### src/block_cyclic_index_translator_defines.svh
// assertion macros for the block cyclic index translator
`ifndef BLOCK_CYCLIC_INDEX_TRANSLATOR_DEFINES_SVH
`define BLOCK_CYCLIC_INDEX_TRANSLATOR_DEFINES_SVH

`ifndef SYNTHESIS
`define CIT_ASSERT_ALWAYS(label, clk, rst_n, expr, msg) \
    label: assert property (@(posedge clk) disable iff (!rst_n) (expr)) else $error(msg);
`define CIT_ASSERT_IMPLIES(label, clk, rst_n, ante, cons, msg) \
    label: assert property (@(posedge clk) disable iff (!rst_n) (ante) |-> (cons)) \
        else $error(msg);
`define CIT_ASSERT_DELAY(label, clk, rst_n, ante, n, cons, msg) \
    label: assert property (@(posedge clk) disable iff (!rst_n) (ante) |-> ##n (cons)) \
        else $error(msg);
`else
`define CIT_ASSERT_ALWAYS(label, clk, rst_n, expr, msg)
`define CIT_ASSERT_IMPLIES(label, clk, rst_n, ante, cons, msg)
`define CIT_ASSERT_DELAY(label, clk, rst_n, ante, n, cons, msg)
`endif

`endif

### src/cit_div2.sv
// two-lane pipelined restoring divider, one quotient bit per stage
`default_nettype none

module cit_div2 #(
    parameter int NUM_W = 20,
    parameter int DEN_W = 16,
    parameter int TAG_W = 8
) (
    input  wire logic             clk,
    input  wire logic             rst_n,
    input  wire logic             in_valid,
    input  wire logic [NUM_W-1:0] in_num_a,
    input  wire logic [DEN_W-1:0] in_den_a,
    input  wire logic [NUM_W-1:0] in_num_b,
    input  wire logic [DEN_W-1:0] in_den_b,
    input  wire logic [TAG_W-1:0] in_tag,
    output logic                  out_valid,
    output logic      [NUM_W-1:0] out_quo_a,
    output logic      [DEN_W-1:0] out_rem_a,
    output logic      [NUM_W-1:0] out_quo_b,
    output logic      [DEN_W-1:0] out_rem_b,
    output logic      [TAG_W-1:0] out_tag
);

    logic             vld_reg   [NUM_W];
    logic [DEN_W-1:0] rem_a_reg [NUM_W];
    logic [DEN_W-1:0] rem_b_reg [NUM_W];
    logic [NUM_W-1:0] num_a_reg [NUM_W];
    logic [NUM_W-1:0] num_b_reg [NUM_W];
    logic [DEN_W-1:0] den_a_reg [NUM_W];
    logic [DEN_W-1:0] den_b_reg [NUM_W];
    logic [TAG_W-1:0] tag_reg   [NUM_W];

    for (genvar s = 0; s < NUM_W; s++)
    begin : g_stage
        logic             vld_in;
        logic [DEN_W-1:0] rem_a_in, rem_b_in, den_a_in, den_b_in;
        logic [NUM_W-1:0] num_a_in, num_b_in;
        logic [TAG_W-1:0] tag_in;
        logic [DEN_W:0]   trial_a, trial_b;
        logic             fit_a, fit_b;

        if (s == 0)
        begin : g_first
            assign vld_in   = in_valid;
            assign rem_a_in = '0;
            assign rem_b_in = '0;
            assign num_a_in = in_num_a;
            assign num_b_in = in_num_b;
            assign den_a_in = in_den_a;
            assign den_b_in = in_den_b;
            assign tag_in   = in_tag;
        end
        else
        begin : g_next
            assign vld_in   = vld_reg[s-1];
            assign rem_a_in = rem_a_reg[s-1];
            assign rem_b_in = rem_b_reg[s-1];
            assign num_a_in = num_a_reg[s-1];
            assign num_b_in = num_b_reg[s-1];
            assign den_a_in = den_a_reg[s-1];
            assign den_b_in = den_b_reg[s-1];
            assign tag_in   = tag_reg[s-1];
        end

        // shift in the next numerator bit and try one subtraction
        assign trial_a = {rem_a_in, num_a_in[NUM_W-1]};
        assign trial_b = {rem_b_in, num_b_in[NUM_W-1]};
        assign fit_a   = trial_a >= {1'b0, den_a_in};
        assign fit_b   = trial_b >= {1'b0, den_b_in};

        always_ff @(posedge clk or negedge rst_n)
        begin
            if (!rst_n)
            begin
                vld_reg[s] <= 1'b0;
            end
            else
            begin
                vld_reg[s] <= vld_in;
            end
        end

        always_ff @(posedge clk)
        begin
            rem_a_reg[s] <= fit_a ? DEN_W'(trial_a - {1'b0, den_a_in}) : trial_a[DEN_W-1:0];
            rem_b_reg[s] <= fit_b ? DEN_W'(trial_b - {1'b0, den_b_in}) : trial_b[DEN_W-1:0];
            num_a_reg[s] <= {num_a_in[NUM_W-2:0], fit_a};
            num_b_reg[s] <= {num_b_in[NUM_W-2:0], fit_b};
            den_a_reg[s] <= den_a_in;
            den_b_reg[s] <= den_b_in;
            tag_reg[s]   <= tag_in;
        end
    end

    assign out_valid = vld_reg[NUM_W-1];
    assign out_quo_a = num_a_reg[NUM_W-1];
    assign out_rem_a = rem_a_reg[NUM_W-1];
    assign out_quo_b = num_b_reg[NUM_W-1];
    assign out_rem_b = rem_b_reg[NUM_W-1];
    assign out_tag   = tag_reg[NUM_W-1];

endmodule

`default_nettype wire

### config.mk
export PLATFORM = sky130hd
export DESIGN_NAME = cit_div2
export DESIGN_NICKNAME = d
export VERILOG_FILES = /design/src/block_cyclic_index_translator_defines.svh /design/src/cit_div2.sv
export SDC_FILE = /design/constraint.sdc
export NUM_CORES = 2
export LEC_CHECK = 0
export BUFFER_PORTS_ARGS = -buffer_cell sky130_fd_sc_hd__buf_2
export CORE_UTILIZATION = 56
export DETAILED_ROUTE_END_ITERATION = 8
export GPL_TIMING_DRIVEN = 0
export HOLD_SLACK_MARGIN = 0.08
export MAX_ROUTING_LAYER = met4
export PLACE_DENSITY = 0.72
export SLEW_MARGIN = 15
export SYNTH_ARGS = -nofsm -noshare
export SYNTH_HDL_FRONTEND = slang
export SYNTH_SLANG_ARGS = --single-unit
### constraint.sdc
create_clock -name clk -period 6.4 [get_ports clk]
set_input_delay 1.28 -clock clk [delete_from_list [all_inputs] [get_ports clk]]
set_output_delay 1.28 -clock clk [all_outputs]
set_load 0.01 [all_outputs]
Word-level counts from Yosys, hierarchy flattened
Memory sizes are Yosys's and may differ from the RTL's.
Index checks and enable logic that the tools add are counted.
{"block": "totals", "reg_bits": 20, "output_inout_bits": 81, "wordCells": 147, "mem_count": 7, "ramBits": 2240}
{"block": "op_classes", "add_sub_neg": 40, "magnitude_cmp": 40, "muxes": 40}
{"memory": "num_a_reg", "depth": 20, "word_bits": 20, "read_ports": 20, "rd_clocked_by_memory_dff": 0, "wr": 20, "line": "cit_div2.sv:28", "source": "logic [NUM_W-1:0] num_a_reg [NUM_W];"}
{"memory": "num_b_reg", "depth": 20, "word_bits": 20, "read_ports": 20, "rd_clocked_by_memory_dff": 0, "wr": 20, "line": "cit_div2.sv:29", "source": "logic [NUM_W-1:0] num_b_reg [NUM_W];"}
{"memory": "den_a_reg", "depth": 20, "word_bits": 16, "read_ports": 19, "rd_clocked_by_memory_dff": 0, "wr": 20, "line": "cit_div2.sv:30", "source": "logic [DEN_W-1:0] den_a_reg [NUM_W];"}
{"memory": "den_b_reg", "depth": 20, "word_bits": 16, "read_ports": 19, "rd_clocked_by_memory_dff": 0, "wr": 20, "line": "cit_div2.sv:31", "source": "logic [DEN_W-1:0] den_b_reg [NUM_W];"}
{"memory": "rem_a_reg", "depth": 20, "word_bits": 16, "read_ports": 20, "rd_clocked_by_memory_dff": 0, "wr": 20, "line": "cit_div2.sv:26", "source": "logic [DEN_W-1:0] rem_a_reg [NUM_W];"}
{"memory": "rem_b_reg", "depth": 20, "word_bits": 16, "read_ports": 20, "rd_clocked_by_memory_dff": 0, "wr": 20, "line": "cit_div2.sv:27", "source": "logic [DEN_W-1:0] rem_b_reg [NUM_W];"}
{"memory": "+1 memories"}
{"operator": "17-bit by 16-bit >= comparator with 1-bit output", "n": 38}
{"operator": "16-bit 2-to-1 mux", "n": 40}
{"operator": "16-bit subtractor", "n": 38}
{"operator": "1-bit by 16-bit >= comparator with 1-bit output", "n": 2}
{"operator": "1-bit by 16-bit subtractor with 16-bit output", "n": 2}

Longest topological paths before layout
An unclocked memory read counts as a cell.
{"block": "logic_depth", "word_depth": 3, "ltp_mapped": 12, "depth_no_buf": 11}

Worst setup path after synthesis
Ideal clock, no wire load.
{"block": "synth_timing", "path_type": "in2reg", "from": "input port in_num_a[19]", "to": "memory rem_a_reg[0][0]", "required_ns": 6.328, "arrival_time_ns": 2.979, "path_stages": 9, "setup_slack_ns": 3.349, "path_cell_list": "inv_1 -> ha_1 -> clkbuf_1 -> inv_1 -> ha_1 -> a21oi_1 -> nor4_1 -> clkbuf_1 -> mux2i_1"}
{"item": "start: declaration", "line": "cit_div2.sv:12", "source": "input wire logic [NUM_W-1:0] in_num_a,"}
{"item": "end: declaration", "line": "cit_div2.sv:26"}

==> results.md <==
- Ys Warns: 0
- CTS root buf: clkbuf_16
- Top post-synthesis cells by area: dfxtp_1 54%, ha_1 9.3%, mux2_2 4.9%
- CP max stage cell: o21ai_1
- Num Clock Sinks: roughly 2200
- GRT Total Usage: 21.5%
- Pwr/cell area: 435 mW/mm²
- Leak: 43.1 nW
- Dominant synthesized flop cell: dfxtp_1
- #FFs+latches synth: 2228
- GRT Residual Overflow: 0
- Post-DP HPWL: 117 mm
- Worst r2r path cells: 11
- CTS tree: yes
- CP required: 7090 ps
- Max-slew violation count: 0
- Reg2Reg Setup Slack: roughly 2700 ps
- Register area share after synthesis: 54.3%
- Final net count: around 8600
- H-tree levels: 4
- RSZ-0062 raised after global routing: false
- Max Clock Skew: 23.0 ps
- Die area: 0.149 mm²
- Crit end category: flip-flop
- Core Footprint: 0.146 mm²
- Num CTS Buffers: 213
- Slew margin rel.: 32.0%
- Crit path launch type: flip-flop
- Post-CTS setup buffer count: 0
- Outcome: completed
- Synth top area share: a little over half
- Clk buf depth: 3
- Drt wl/cell: 15.7 µm
- Critical-path cell list: inv_1 > ha_1 > nor2b_1 > o21ai_0 > a31oi_1 > nor3_1 > o41ai_1 > a21oi_1 > o21ai_1 > buf_2 > mux2_2
- Final Hold Vio Count: 0
- Drt first pass iters: 5
- GPL Wtd Cong: 0.943
- ANT cells: 0
- Mapped Cells: 7447
- Area of the mapped netlist: 0.0824 mm²
- Fill cells: 11348
- HP Start: num_b_reg[2][17]$_DFF_P_
- Commonest cells in the netlist: 2208 x dfxtp_1, 793 x inv_1, 612 x ha_1
- Global-route wire length before repair: 253 mm
- Port bufs: 163
- Worst-Margin Slew: 1010 ps
- DRT iter0 DRCs: 2093
- CP Max Fanout: 10
- Syn nets: 8180
- Crit path DAT: 4350 ps
- P&R area growth vs syn: 13.3%
- Initial antenna violation count: 1
- Post_cts resized: 0
- DR vias: 51816
- Largest net degree at the start of global routing: 21
- Asr flop ratio synth: less than 1%
- Critical path buffer and inverter count: 2
- CP max stage delay: 720 ps
- FF-to-FF End: rem_b_reg[6][8]$_DFF_P_
- Core Rows: 140
- Post-synth EDFFs: 0
- Residual DRC count: 0
- Hold Path Stages: 0
- Initial core utilization: 56.5%
- Count leader, synth: dfxtp_1
- Period utilisation layout: a little under three fifths
- WS Path Type: flip-flop to flip-flop
- Worst-Skew Late Latency: approximately 830 ps
- Final wirelength: 156 mm
- WHS Endpoint: num_b_reg[3][18]$_DFF_P_
- Worst hold path class: flip-flop to flip-flop
- Ports: 164
- Avg Synthesized Cell Area: between 10 and 15 µm²
- DRT antenna net count: 0
- VDD IR max: 0.294 mV
- Die Span X: 385 µm
- Tmin final: 3660 ps
- Layout cells sized above 1: 13.1%
- Synth area leader: dfxtp_1
- MaxCap Viol Count: 0
- Crit path max-delay family: compound AO/OA/AOI/OAI gates
- Vias in the first global route: 51666
- Vias/cell: 5.22
- FMAX: around 270 MHz
- Die Y: 385 µm
- # setup viols final: 0
- Post-CTS Hold Buffers: 0
- Yosys cell types: 97
- Final core occ: 64.0%
- Setup TNS: 0 ps
- Reg2reg start: den_b_reg[5][1]$_DFF_P_
- Worst-path clk slew: 60 ps
[how the worst max path moves through the flow]
stage | from | endpoint | slack, ps | cells after the start
after floorplan | in_num_a[19] | rem_a_reg[0][0]$_DFF_P_ | 3350 | 9
after global placement | in_num_a[19] | rem_a_reg[0][0]$_DFF_P_ | 2740 | 10
after detailed placement | in_num_a[19] | rem_a_reg[0][0]$_DFF_P_ | 2640 | 10
after CTS | den_b_reg[5][1]$_DFF_P_ | rem_b_reg[6][8]$_DFF_P_ | 2710 | 11
after global routing | den_b_reg[5][1]$_DFF_P_ | rem_b_reg[6][8]$_DFF_P_ | 2540 | 11
final | den_b_reg[5][1]$_DFF_P_ | rem_b_reg[6][8]$_DFF_P_ | 2740 | 11
[final cells by class]
class / count / area (µm²) / share of cell area, %
multi-input combinational: 4363 / 34300 / 36.7
clock inverter: 115 / 1740 / 1.87
tap: 1917 / 2400 / 2.57
clock buffer: 281 / 6020 / 6.45
buffer: 63 / 384 / 0.412
inverter: 793 / 2980 / 3.19
timing repair buffer: 163 / 816 / 0.874
sequential: 2228 / 44700 / 47.9
[cell usage in the layout, fill, tap and decap left out, types with 42 or more instances in the layout]
| master | instances |
|---|---|
| mux2i_1 | 82 |
| clkbuf_1 | 53 |
| o21ai_0 | 263 |
| nor2b_1 | 114 |
| a21oi_1 | 335 |
| dfxtp_1 | 2208 |
| nand4_1 | 85 |
| a211oi_1 | 42 |
| mux2_2 | 357 |
| ha_1 | 612 |
| nor3_1 | 107 |
| o31a_1 | 44 |
| nor2_1 | 417 |
| xnor2_1 | 288 |
| nand3_1 | 106 |
| buf_2 | 176 |
| nand2_1 | 306 |
| a21o_1 | 125 |
| nor4_1 | 45 |
| nand2b_1 | 73 |
| xor2_1 | 122 |
| mux2_1 | 97 |
| o21a_1 | 102 |
| clkbuf_16 | 215 |
| inv_1 | 793 |
[per-layer routing]
| metal | global-route usage, % | up-vias | share of wire, % |
|---|---|---|---|
| li1 | - | 26372 | - |
| met1 | 25.1 | 24183 | 44 |
| met2 | 36.9 | 926 | 49 |
| met3 | 3.24 | 335 | 3.6 |
| met4 | 8.42 | 0 | 3.5 |
| met5 | - | - | 0 |
[metrics by stage]
step           power (mW)  instance area [µm²]  cells  hold WS [ps]  worst slack, ps
2_1_floorplan        25.0                82400   7447           310             3350
3_3_place_gp         27.2                85600   9527           310             2740
3_5_place_dp         27.4                85600   9527           312             2640
4_1_cts              41.0                93300   9923           311             2710
5_1_grt              43.0                93300   9923           318             2540
6_report             40.6                93300   9923           306             2740
[power by group]
group          switching (mW)  internal (mW)  leakage (nW)  total, mW
logic                    5.53           5.13          20.7       10.7
registers               0.889           15.7          18.6       16.6
clock network            5.29           8.12          3.78       13.4
[worst register-to-register path: cells and delay by family (launching register included)]
family	cells	cell delay [ps]
compound gates	5	1740
fa+ha+maj	1	290
buf+inv	2	530
flops	1	380
mux	1	400
simple gates	2	200
[kinds of logic after synthesis]
kind of cell | share of synthesized area, %
mux | 7.57
compound gates | 11.0
fa+ha+maj | 10.2
buf+inv | 4.08
simple gates | 8.46
xor+xnor | 4.36
flops | 54.3
Note: power is estimated with default switching activity, not from simulation.
