==> config.mk <==
export PLATFORM = sky130hd
export DESIGN_NAME = cit_post
export DESIGN_NICKNAME = d
export VERILOG_FILES = /design/src/block_cyclic_index_translator_defines.svh /design/src/cit_pkg.sv /design/src/cit_post.sv
export SDC_FILE = /design/constraint.sdc
export NUM_CORES = 2
export LEC_CHECK = 0
export BUFFER_PORTS_ARGS = -buffer_cell sky130_fd_sc_hd__buf_2
export CAP_MARGIN = 10
export CORE_UTILIZATION = 60
export DETAILED_ROUTE_END_ITERATION = 10
export PLACE_DENSITY_LB_ADDON = 0.3
export SLEW_MARGIN = 20
export SYNTH_ARGS = -nofsm -noshare
export SYNTH_HDL_FRONTEND = slang
export SYNTH_SLANG_ARGS = --single-unit
==> constraint.sdc <==
create_clock -name clk -period 8.9 [get_ports clk]
set_input_delay 1.78 -clock clk [delete_from_list [all_inputs] [get_ports clk]]
set_output_delay 1.78 -clock clk [all_outputs]
set_load 0.02 [all_outputs]
==> src/block_cyclic_index_translator_defines.svh <==
// assertion macros for the block cyclic index translator
`ifndef BLOCK_CYCLIC_INDEX_TRANSLATOR_DEFINES_SVH
`define BLOCK_CYCLIC_INDEX_TRANSLATOR_DEFINES_SVH

`ifndef SYNTHESIS
`define CIT_ASSERT_ALWAYS(label, clk, rst_n, expr, msg) \
    label: assert property (@(posedge clk) disable iff (!rst_n) (expr)) else $error(msg);
`define CIT_ASSERT_IMPLIES(label, clk, rst_n, ante, cons, msg) \
    label: assert property (@(posedge clk) disable iff (!rst_n) (ante) |-> (cons)) \
        else $error(msg);
`define CIT_ASSERT_DELAY(label, clk, rst_n, ante, n, cons, msg) \
    label: assert property (@(posedge clk) disable iff (!rst_n) (ante) |-> ##n (cons)) \
        else $error(msg);
`else
`define CIT_ASSERT_ALWAYS(label, clk, rst_n, expr, msg)
`define CIT_ASSERT_IMPLIES(label, clk, rst_n, ante, cons, msg)
`define CIT_ASSERT_DELAY(label, clk, rst_n, ante, n, cons, msg)
`endif

`endif

==> src/cit_pkg.sv <==
// shared types and constants of the block cyclic index translator
`default_nettype none

package cit_pkg;

    localparam int INDEX_BITS = 16;
    localparam int GRID_BITS  = 10;
    localparam int GREG_W     = GRID_BITS + 1;
    localparam int RANK_W     = 2 * GRID_BITS;
    localparam int CFG_W      = (INDEX_BITS > GREG_W) ? INDEX_BITS : GREG_W;
    localparam int CFG_ADDR_W = 3;
    localparam int FUNC_W     = 3;

    // first divider: element index, rank or padded matrix size over block size or grid size
    localparam int DIVA_NUM_W = (INDEX_BITS + 1 > RANK_W) ? INDEX_BITS + 1 : RANK_W;
    localparam int DIVA_DEN_W = CFG_W;
    // second divider: block number or shifted coordinate over grid size
    localparam int DIVB_NUM_W = (INDEX_BITS > GREG_W) ? INDEX_BITS : GREG_W;
    localparam int DIVB_DEN_W = GREG_W;

    localparam logic [GREG_W-1:0] GRID_MAX = GREG_W'(1) << GRID_BITS;

    localparam logic [FUNC_W-1:0] FUNC_TO_LOCAL     = 3'd0;
    localparam logic [FUNC_W-1:0] FUNC_TO_GLOBAL    = 3'd1;
    localparam logic [FUNC_W-1:0] FUNC_RANK_TO_GRID = 3'd2;
    localparam logic [FUNC_W-1:0] FUNC_GRID_TO_RANK = 3'd3;
    localparam logic [FUNC_W-1:0] FUNC_BLOCK_COUNT  = 3'd4;

    localparam logic [CFG_ADDR_W-1:0] CFG_BLOCK_ROWS   = 3'd0;
    localparam logic [CFG_ADDR_W-1:0] CFG_BLOCK_COLS   = 3'd1;
    localparam logic [CFG_ADDR_W-1:0] CFG_GRID_ROWS    = 3'd2;
    localparam logic [CFG_ADDR_W-1:0] CFG_GRID_COLS    = 3'd3;
    localparam logic [CFG_ADDR_W-1:0] CFG_MATRIX_ROWS  = 3'd4;
    localparam logic [CFG_ADDR_W-1:0] CFG_MATRIX_COLS  = 3'd5;
    localparam logic [CFG_ADDR_W-1:0] CFG_RANK_ORDER   = 3'd6;

    typedef struct packed {
        logic [INDEX_BITS-1:0] block_rows;
        logic [INDEX_BITS-1:0] block_cols;
        logic [GREG_W-1:0]     grid_rows;
        logic [GREG_W-1:0]     grid_cols;
        logic [INDEX_BITS-1:0] matrix_rows;
        logic [INDEX_BITS-1:0] matrix_cols;
        logic                  rank_order;
    } cit_cfg_t;

    typedef struct packed {
        logic [FUNC_W-1:0]     func;
        logic [INDEX_BITS-1:0] index_row;
        logic [INDEX_BITS-1:0] index_col;
        logic [GRID_BITS-1:0]  proc_row;
        logic [GRID_BITS-1:0]  proc_col;
        logic [RANK_W-1:0]     rank_in;
        logic [GRID_BITS-1:0]  src_row;
        logic [GRID_BITS-1:0]  src_col;
    } cit_in_t;

    typedef struct packed {
        logic                  status;
        logic [INDEX_BITS-1:0] out_row;
        logic [INDEX_BITS-1:0] out_col;
        logic [GRID_BITS-1:0]  owner_row;
        logic [GRID_BITS-1:0]  owner_col;
        logic [RANK_W-1:0]     rank_out;
    } cit_out_t;

    // context riding along the first divider
    typedef struct packed {
        logic [FUNC_W-1:0]    func;
        logic [GRID_BITS-1:0] proc_row;
        logic [GRID_BITS-1:0] proc_col;
        logic [GRID_BITS-1:0] src_row;
        logic [GRID_BITS-1:0] src_col;
        logic                 coord_err;
    } cit_tag_a_t;

    // context riding along the second divider
    typedef struct packed {
        logic [FUNC_W-1:0]     func;
        logic [GRID_BITS-1:0]  proc_row;
        logic [GRID_BITS-1:0]  proc_col;
        logic                  err;
        logic [INDEX_BITS-1:0] quo_a_row;
        logic [INDEX_BITS-1:0] quo_a_col;
        logic [INDEX_BITS-1:0] rem_a_row;
        logic [INDEX_BITS-1:0] rem_a_col;
    } cit_tag_b_t;

endpackage

`default_nettype wire

==> src/cit_post.sv <==
// four-stage finish: products, bound checks and result select
`default_nettype none

module cit_post (
    input  wire logic                                  clk,
    input  wire logic                                  rst_n,
    input  wire logic                                  in_valid,
    input  wire cit_pkg::cit_tag_b_t                   tag,
    input  wire logic [cit_pkg::DIVB_NUM_W-1:0]        quo_row,
    input  wire logic [cit_pkg::DIVB_NUM_W-1:0]        quo_col,
    input  wire logic [cit_pkg::DIVB_DEN_W-1:0]        rem_row,
    input  wire logic [cit_pkg::DIVB_DEN_W-1:0]        rem_col,
    input  wire cit_pkg::cit_cfg_t                     cfg,
    output logic                                       out_valid,
    output cit_pkg::cit_out_t                          result
);

    localparam int IB   = cit_pkg::INDEX_BITS;
    localparam int GB   = cit_pkg::GRID_BITS;
    localparam int GW   = cit_pkg::GREG_W;
    localparam int RW   = cit_pkg::RANK_W;
    localparam int MW   = cit_pkg::DIVA_DEN_W;
    localparam int PW   = IB + MW;
    localparam int RPW  = GB + GW;
    localparam int QW   = 2 * IB;
    localparam int SW   = 2 * IB + 1;

    typedef struct packed {
        logic [cit_pkg::FUNC_W-1:0] func;
        logic                       err;
        logic [GB-1:0]              pr;
        logic [GB-1:0]              pc;
        logic [IB-1:0]              rem_a_row;
        logic [IB-1:0]              rem_a_col;
        logic [GB-1:0]              owner_row;
        logic [GB-1:0]              owner_col;
        logic [IB-1:0]              cnt_row;
        logic [IB-1:0]              cnt_col;
        logic [IB-1:0]              loc_row;
        logic [IB-1:0]              loc_col;
        logic                       in_row;
        logic                       in_col;
        logic [RW-1:0]              rank;
    } carry_t;

    carry_t c1_next, c2_next, s1_reg, s2_reg, s3_reg;
    logic   v1_reg, v2_reg, v3_reg, out_valid_reg;

    logic [PW-1:0]  mul_row_next, mul_col_next, s1_mul_row_reg, s1_mul_col_reg;
    logic [RPW-1:0] rank_prod_next, s1_rank_prod_reg;
    logic [GB-1:0]  rank_add_next, s1_rank_add_reg;
    logic [PW-1:0]  blk_row, blk_col;
    logic [IB-1:0]  s2_blk_row_reg, s2_blk_col_reg;
    logic [QW-1:0]  s3_prod_row_reg, s3_prod_col_reg;
    logic [SW-1:0]  glob_row, glob_col;
    logic           ok_row, ok_col, cfg_ok, is_l2g;
    logic [IB-1:0]  mul_a_row, mul_a_col;
    logic [MW-1:0]  mul_b_row, mul_b_col;
    cit_pkg::cit_out_t result_next, result_reg;

    // stage 1: multipliers and block counts
    assign is_l2g = (tag.func == cit_pkg::FUNC_TO_GLOBAL);

    always_comb
    begin
        mul_a_row = is_l2g ? tag.quo_a_row : quo_row[IB-1:0];
        mul_a_col = is_l2g ? tag.quo_a_col : quo_col[IB-1:0];
        mul_b_row = is_l2g ? MW'(cfg.grid_rows) : MW'(cfg.block_rows);
        mul_b_col = is_l2g ? MW'(cfg.grid_cols) : MW'(cfg.block_cols);
        mul_row_next = PW'(mul_a_row) * PW'(mul_b_row);
        mul_col_next = PW'(mul_a_col) * PW'(mul_b_col);
        if (cfg.rank_order)
        begin
            rank_prod_next = RPW'(tag.proc_col) * RPW'(cfg.grid_rows);
            rank_add_next  = tag.proc_row;
        end
        else
        begin
            rank_prod_next = RPW'(tag.proc_row) * RPW'(cfg.grid_cols);
            rank_add_next  = tag.proc_col;
        end
        c1_next           = '0;
        c1_next.func      = tag.func;
        c1_next.err       = tag.err;
        c1_next.pr        = tag.proc_row;
        c1_next.pc        = tag.proc_col;
        c1_next.rem_a_row = tag.rem_a_row;
        c1_next.rem_a_col = tag.rem_a_col;
        c1_next.owner_row = rem_row[GB-1:0];
        c1_next.owner_col = rem_col[GB-1:0];
        c1_next.cnt_row   = IB'(quo_row) + IB'(GW'(tag.proc_row) < rem_row);
        c1_next.cnt_col   = IB'(quo_col) + IB'(GW'(tag.proc_col) < rem_col);
    end

    // stage 2: local index sums, global block numbers, rank sum
    always_comb
    begin
        blk_row         = s1_mul_row_reg + PW'(s1_reg.pr);
        blk_col         = s1_mul_col_reg + PW'(s1_reg.pc);
        c2_next         = s1_reg;
        c2_next.loc_row = IB'(s1_mul_row_reg + PW'(s1_reg.rem_a_row));
        c2_next.loc_col = IB'(s1_mul_col_reg + PW'(s1_reg.rem_a_col));
        c2_next.in_row  = blk_row < PW'(cfg.matrix_rows);
        c2_next.in_col  = blk_col < PW'(cfg.matrix_cols);
        c2_next.rank    = RW'(s1_rank_prod_reg + RPW'(s1_rank_add_reg));
    end

    // stage 4: global index, bound checks, result select
    assign cfg_ok = (cfg.block_rows != '0) && (cfg.block_cols != '0)
                 && (cfg.matrix_rows != '0) && (cfg.matrix_cols != '0)
                 && (cfg.grid_rows != '0) && (cfg.grid_cols != '0)
                 && (cfg.grid_rows <= cit_pkg::GRID_MAX)
                 && (cfg.grid_cols <= cit_pkg::GRID_MAX);
    assign glob_row = SW'(s3_prod_row_reg) + SW'(s3_reg.rem_a_row);
    assign glob_col = SW'(s3_prod_col_reg) + SW'(s3_reg.rem_a_col);
    assign ok_row   = s3_reg.in_row && (glob_row < SW'(cfg.matrix_rows));
    assign ok_col   = s3_reg.in_col && (glob_col < SW'(cfg.matrix_cols));

    always_comb
    begin
        result_next = '0;
        if (!cfg_ok)
        begin
            result_next.status = 1'b1;
        end
        else
        begin
            unique case (s3_reg.func)
                cit_pkg::FUNC_TO_LOCAL:
                begin
                    result_next.out_row   = s3_reg.loc_row;
                    result_next.out_col   = s3_reg.loc_col;
                    result_next.owner_row = s3_reg.owner_row;
                    result_next.owner_col = s3_reg.owner_col;
                end
                cit_pkg::FUNC_TO_GLOBAL:
                begin
                    if (ok_row && ok_col)
                    begin
                        result_next.out_row = glob_row[IB-1:0];
                        result_next.out_col = glob_col[IB-1:0];
                    end
                    else
                    begin
                        result_next.status = 1'b1;
                    end
                end
                cit_pkg::FUNC_RANK_TO_GRID:
                begin
                    if (s3_reg.err)
                    begin
                        result_next.status = 1'b1;
                    end
                    else
                    begin
                        result_next.owner_row = s3_reg.owner_row;
                        result_next.owner_col = s3_reg.owner_col;
                    end
                end
                cit_pkg::FUNC_GRID_TO_RANK:
                begin
                    if (s3_reg.err)
                    begin
                        result_next.status = 1'b1;
                    end
                    else
                    begin
                        result_next.rank_out = s3_reg.rank;
                    end
                end
                cit_pkg::FUNC_BLOCK_COUNT:
                begin
                    result_next.out_row = s3_reg.cnt_row;
                    result_next.out_col = s3_reg.cnt_col;
                end
                default:
                begin
                    result_next.status = 1'b1;
                end
            endcase
        end
    end

    always_ff @(posedge clk or negedge rst_n)
    begin
        if (!rst_n)
        begin
            v1_reg        <= 1'b0;
            v2_reg        <= 1'b0;
            v3_reg        <= 1'b0;
            out_valid_reg <= 1'b0;
        end
        else
        begin
            v1_reg        <= in_valid;
            v2_reg        <= v1_reg;
            v3_reg        <= v2_reg;
            out_valid_reg <= v3_reg;
        end
    end

    always_ff @(posedge clk)
    begin
        s1_reg           <= c1_next;
        s1_mul_row_reg   <= mul_row_next;
        s1_mul_col_reg   <= mul_col_next;
        s1_rank_prod_reg <= rank_prod_next;
        s1_rank_add_reg  <= rank_add_next;
        s2_reg           <= c2_next;
        s2_blk_row_reg   <= blk_row[IB-1:0];
        s2_blk_col_reg   <= blk_col[IB-1:0];
        // stage 3: global element offset of the block
        s3_reg           <= s2_reg;
        s3_prod_row_reg  <= QW'(s2_blk_row_reg) * QW'(cfg.block_rows);
        s3_prod_col_reg  <= QW'(s2_blk_col_reg) * QW'(cfg.block_cols);
        result_reg       <= result_next;
    end

    assign out_valid = out_valid_reg;
    assign result    = result_reg;

endmodule

`default_nettype wire

Word-level counts from Yosys, hierarchy flattened:

Cells that the tools add are included.
Widths: inputs -> output; s select.

* bitwise operators: 2
* multiply operators: 6
* mux-type cells: 13
* magnitude comparators: 8
* equality and inequality tests: 5
* reduce and logical (&&, ||, !) cells: 20
* $add $sub $neg: 9

Operator list (number)
* $mul 16x16->32: 4
* $pmux 32 s3: 1
* $add 32x16->33: 2
* $lt 33x16->1: 2
* $add 32x10->32: 2
* $lt 32x16->1: 2
* $mux 16: 4
* $reduce_bool 16->1: 4
* $mul 10x11->20: 2
* $mux 20: 2
* $pmux 20 s2: 1
* $add 16x1->16: 2
* $add 16x16->16: 2
* $mux 32: 1
* $le 11x11->1 const B: 2
* $lt 10x11->1: 2
* $reduce_bool 11->1: 2
* $add 20x10->20: 1
* $logic_and 1x1->1: 10
* $mux 10: 1
* $eq 3x1->1 const B: 2
* $eq 3x2->1 const B: 2
* $reduce_or 2->1: 2
* $eq 3x3->1 const B: 1
* other kinds (5): 7

* bits of input ports: 232
* bits in registers: 659
* output and inout port bits: 74
* logic and storage cells: 117

Logic depth before layout (Yosys ltp):

* depth in word-level cells: 10
* depth in mapped cells: 29
* gate-level depth less buffers: 26

Worst setup path after synthesis:

No wires, ideal clock.

* path type: in2reg
* start: in tag[86] in the netlist's numbering
* end: reg s1_mul_col_reg[25]
* library setup time: 72 ps
* data arrival time: 9100 ps
* buffers on the path: 3
* cell stages on the path: 26
* required time: 8828 ps
* slack: -272 ps
* path through: nor3b_1 > clkbuf_1 > buf_1 > nand2_1 > nand2_1 > clkbuf_1 > nand2_1 > fa_1 > fa_1 > fa_1 > inv_1 > fa_1 > fa_1 > inv_1 > fa_1 > inv_1 > ha_1 > and3_1 > a311o_1 > o31a_1 > a31oi_1 > o21ai_0 > a31o_2 > a21o_1 > a21oi_1 > xnor2_1

* cells in the longest elaborated chain, start to end: 3
* elaborated cells on any way between the ends: 4
* those cells by class: 1 x mul; 1 x eq/ne; 2 x mux

Ends and longest elaborated chain
* from (decl): line cit_post.sv:8 `input wire cit_pkg::cit_tag_b_t tag,`
* $eq 3x1->1 (*): line cit_post.sv:62 `assign is_l2g = (tag.func == cit_pkg::FUNC_TO_GLOBAL);`
* $mux 16, on equally long branches: line cit_post.sv:67, cit_post.sv:69
* $mul 16x16->32 (*): line cit_post.sv:71 `mul_col_next = PW'(mul_a_col) * PW'(mul_b_col);`
* net mul_col_next[25]: line cit_post.sv:49 `logic [PW-1:0] mul_row_next, mul_col_next, s1_mul_row_reg, s1_mul_col_reg;`
* to (signal assigned): line cit_post.sv:206 `s1_mul_col_reg <= mul_col_next;`
* to (decl): line cit_post.sv:49

The timed path passes the listed nets; every way through them passes the cells marked *.
A chain may end at the register's enable or synchronous reset.

Final worst setup path:

* start: in tag[86] in the netlist's numbering
* end: reg s1_mul_row_reg[31]

* cells in the longest elaborated chain, start to end: 3
* elaborated cells on any way between the ends: 4
* those cells by class: 1 x mul; 1 x eq/ne; 2 x mux

Ends and longest elaborated chain
* $eq 3x1->1 (*): line cit_post.sv:62
* $mux 16, on equally long branches: line cit_post.sv:66, cit_post.sv:68
* $mul 16x16->32 (*): line cit_post.sv:70 `mul_row_next = PW'(mul_a_row) * PW'(mul_b_row);`
* net mul_row_next[31]: line cit_post.sv:49
* to (signal assigned): line cit_post.sv:205 `s1_mul_row_reg <= mul_row_next;`
* to (decl): line cit_post.sv:49

Marks and branches as above.

==> results.cfg <==
[critical_path]
cp-start-kind = input port
r2r-start = s2_blk_row_reg[9]$_DFF_P_
required_ns = 9.51
critPathKind = in -> reg
startpoint = tag[86]
end_kind = register
cp.arrival_ns = 8.80
worstPathMaxFanout = 34

[timing]
drv_slew = 0
fin_crit_ns = 8.20
period_share_pct = 92.1
max-slew-margin-rel_pct = 36.0
hold_viol_final = 0
clock_skew_ns = 0.0382
grt_setup_unrepaired = no
fmax_mhz = 122
tightest_slew_ns = 0.954
setup_viol = 0
tns_ns = 0

[yosys]
post-synth-top-area-cell = fa_1
synth_warnings = 0
synth.ff_latch_count = 659
synth.area.top_cells = fa_1 (28%), dfxtp_1 (20%), ha_1 (13%)
synth_top_flop_cell = dfxtp_1
ys_types = 86
synthCells = 7127
syn_avg_cell_area_um2 = 9.11
synth_edf_count = 0
syn-cell-area_mm2 = 0.0649
synth_top_area_share_pct = 28.4
async_reset_ff_share_pct = 0.607
seq_area_frac_synth_pct = 20.4
synthesis.nets = 8976

[die]
die_h_um = 331
die_area_mm2 = 0.109
start_util_pct = 60.5
core_mm2 = 0.107
die_x_um = 331
fp-row-count = 120
ios = 306

[min_path]
hold_path_class = reg -> reg
hold_start = s2_reg[78]$_DFF_P_

[run]
max_cap_violations = 0

[route]
post_drt_wl_per_cell_um = 21.6
drcViolationCount = 0
ant_nets = 0
totalWireLength_mm = 191
drtPass1Iterations = 6
via_count = 51014
top_layer = met5
met2_wirelength_mm = 86.5
drtIter0Drc = 3857
post_drt_via_cell_ratio = 5.75
wl_met3_mm = 17.8
wl_met1_mm = 77.7

[clock_tree]
cts-root-buf = clkbuf_16
cts_sinks = 659
clock_latency_ns = 0.68
htreeDepth = 3
path_clk_slew_ns = 0.06
cts_made_buffers = 71
cts_tree = built
holdBufCountCts = 0
clock_path_buffers = 3
cts_setup_buffers = 0
cts_resized = 0

[global_routing]
grt_max_degree = 46
overflow = 0
grt_pass1_vias = 52401
grt_first_pass_wirelength_mm = 294
antenna_found_initial = 23
grt.total_usage_pct = 35.5

[status]
status = finished clean

[cells_and_area]
multi_input_area_mm2 = 0.0461
layout_common_cells = inv_1 (1229), nand2_1 (1046), fa_1 (921), ha_1 (696), dfxtp_1 (655)
nFillCells = 8748
mostFrequentLayoutCell = inv_1
seqCellArea_mm2 = 0.0132
fin_area_mm2 = 0.0711
drive_gt1_share_pct = 9.19
areaGrowthSynthToFinish_pct = 9.48
nets = 9253

[placed_design]
io_buffers = 305
gp_congestion = 1.03
placed_area_mm2 = 0.0685
dp_hpwl_mm = 156
==> per-stage QoR <==
stage / hold WS [ns] / worst slack (ns) / std cells / util (%)
after global routing: 0.296 / 0.320 / 8866 / 66.3
after global placement: 0.310 / 0.104 / 8734 / 63.9
after detailed placement: 0.312 / 0.0259 / 8734 / 63.9
final: 0.296 / 0.704 / 8873 / 66.3
after CTS: 0.291 / 0.738 / 8864 / 66.3
after floorplan: 0.310 / 0.174 / 7127 / -
==> kinds of logic after synthesis <==
group	Yosys count	share of synthesized area (%)
fa+ha+maj	1617	41.8
buf+inv	1495	8.75
simple gates	2233	16.2
mux	79	1.25
flops	659	20.4
compound gates	764	7.86
xor+xnor	280	3.78
==> cells in the mapped netlist, drive strengths merged (59+ instances only) <==
cell,n
fa,921
dfxtp,655
a21oi,192
ha,696
nand2,1046
nand3,99
mux2i,64
xnor2,196
clkbuf,233
nor2,319
inv,1229
a21o,99
o21ai,183
and3,114
nand4,59
nor3,69
xor2,84
and2,335
==> worst max-delay path, cell delays in order <==
cell	delay, ns
buf_2	0.12
or3b_4	0.57
buf_4	0.24
buf_4	0.22
and3_1	0.23
fa_1	0.48
inv_1	0.05
fa_1	0.53
inv_1	0.05
fa_1	0.46
fa_1	0.40
fa_1	0.51
inv_1	0.05
fa_1	0.47
inv_1	0.04
ha_1	0.28
a21o_1	0.17
a21o_1	0.17
a2111oi_0	0.45
o31ai_1	0.18
a221o_1	0.39
a41oi_1	0.27
a21oi_1	0.14
a21o_1	0.20
a21oi_1	0.17
xnor2_1	0.13
==> routing by layer <==
metal,vias to the layer above,global-route usage (%)
met5,-,0
met4,20,15.3
met3,490,7.15
met2,2299,56.8
met1,25173,46.8
li1,23032,-
==> area by class of cell <==
cell class / instances / share of cell area [%]
Clock buffer: 96 / 2.83
Timing Repair Buffer: 470 / 4.00
Multi-Input combinational cell: 4973 / 64.8
Inverter: 1229 / 6.49
Sequential cell: 659 / 18.6
Antenna cell: 9 / 0.0317
Tap cell: 1403 / 2.47
Clock inverter: 34 / 0.770
==> final timing paths <==
path                            cells past startpoint                          end  slack (ns)
worst max-delay path                               26   s1_mul_row_reg[31]$_DFF_P_        0.70
worst min-delay path                                0           s3_reg[78]$_DFF_P_        0.30
worst max register to register                     22  s3_prod_row_reg[30]$_DFF_P_        1.82
worst min register to register                      0           s3_reg[78]$_DFF_P_        0.30
max in group asynchronous                           1          out_valid$_DFF_PN0_        7.87
min in group asynchronous                           1             v1_reg$_DFF_PN0_        0.91
Power is not shown: default switching activity piles up to over one toggle a cycle in this logic, so the estimate is an artifact.
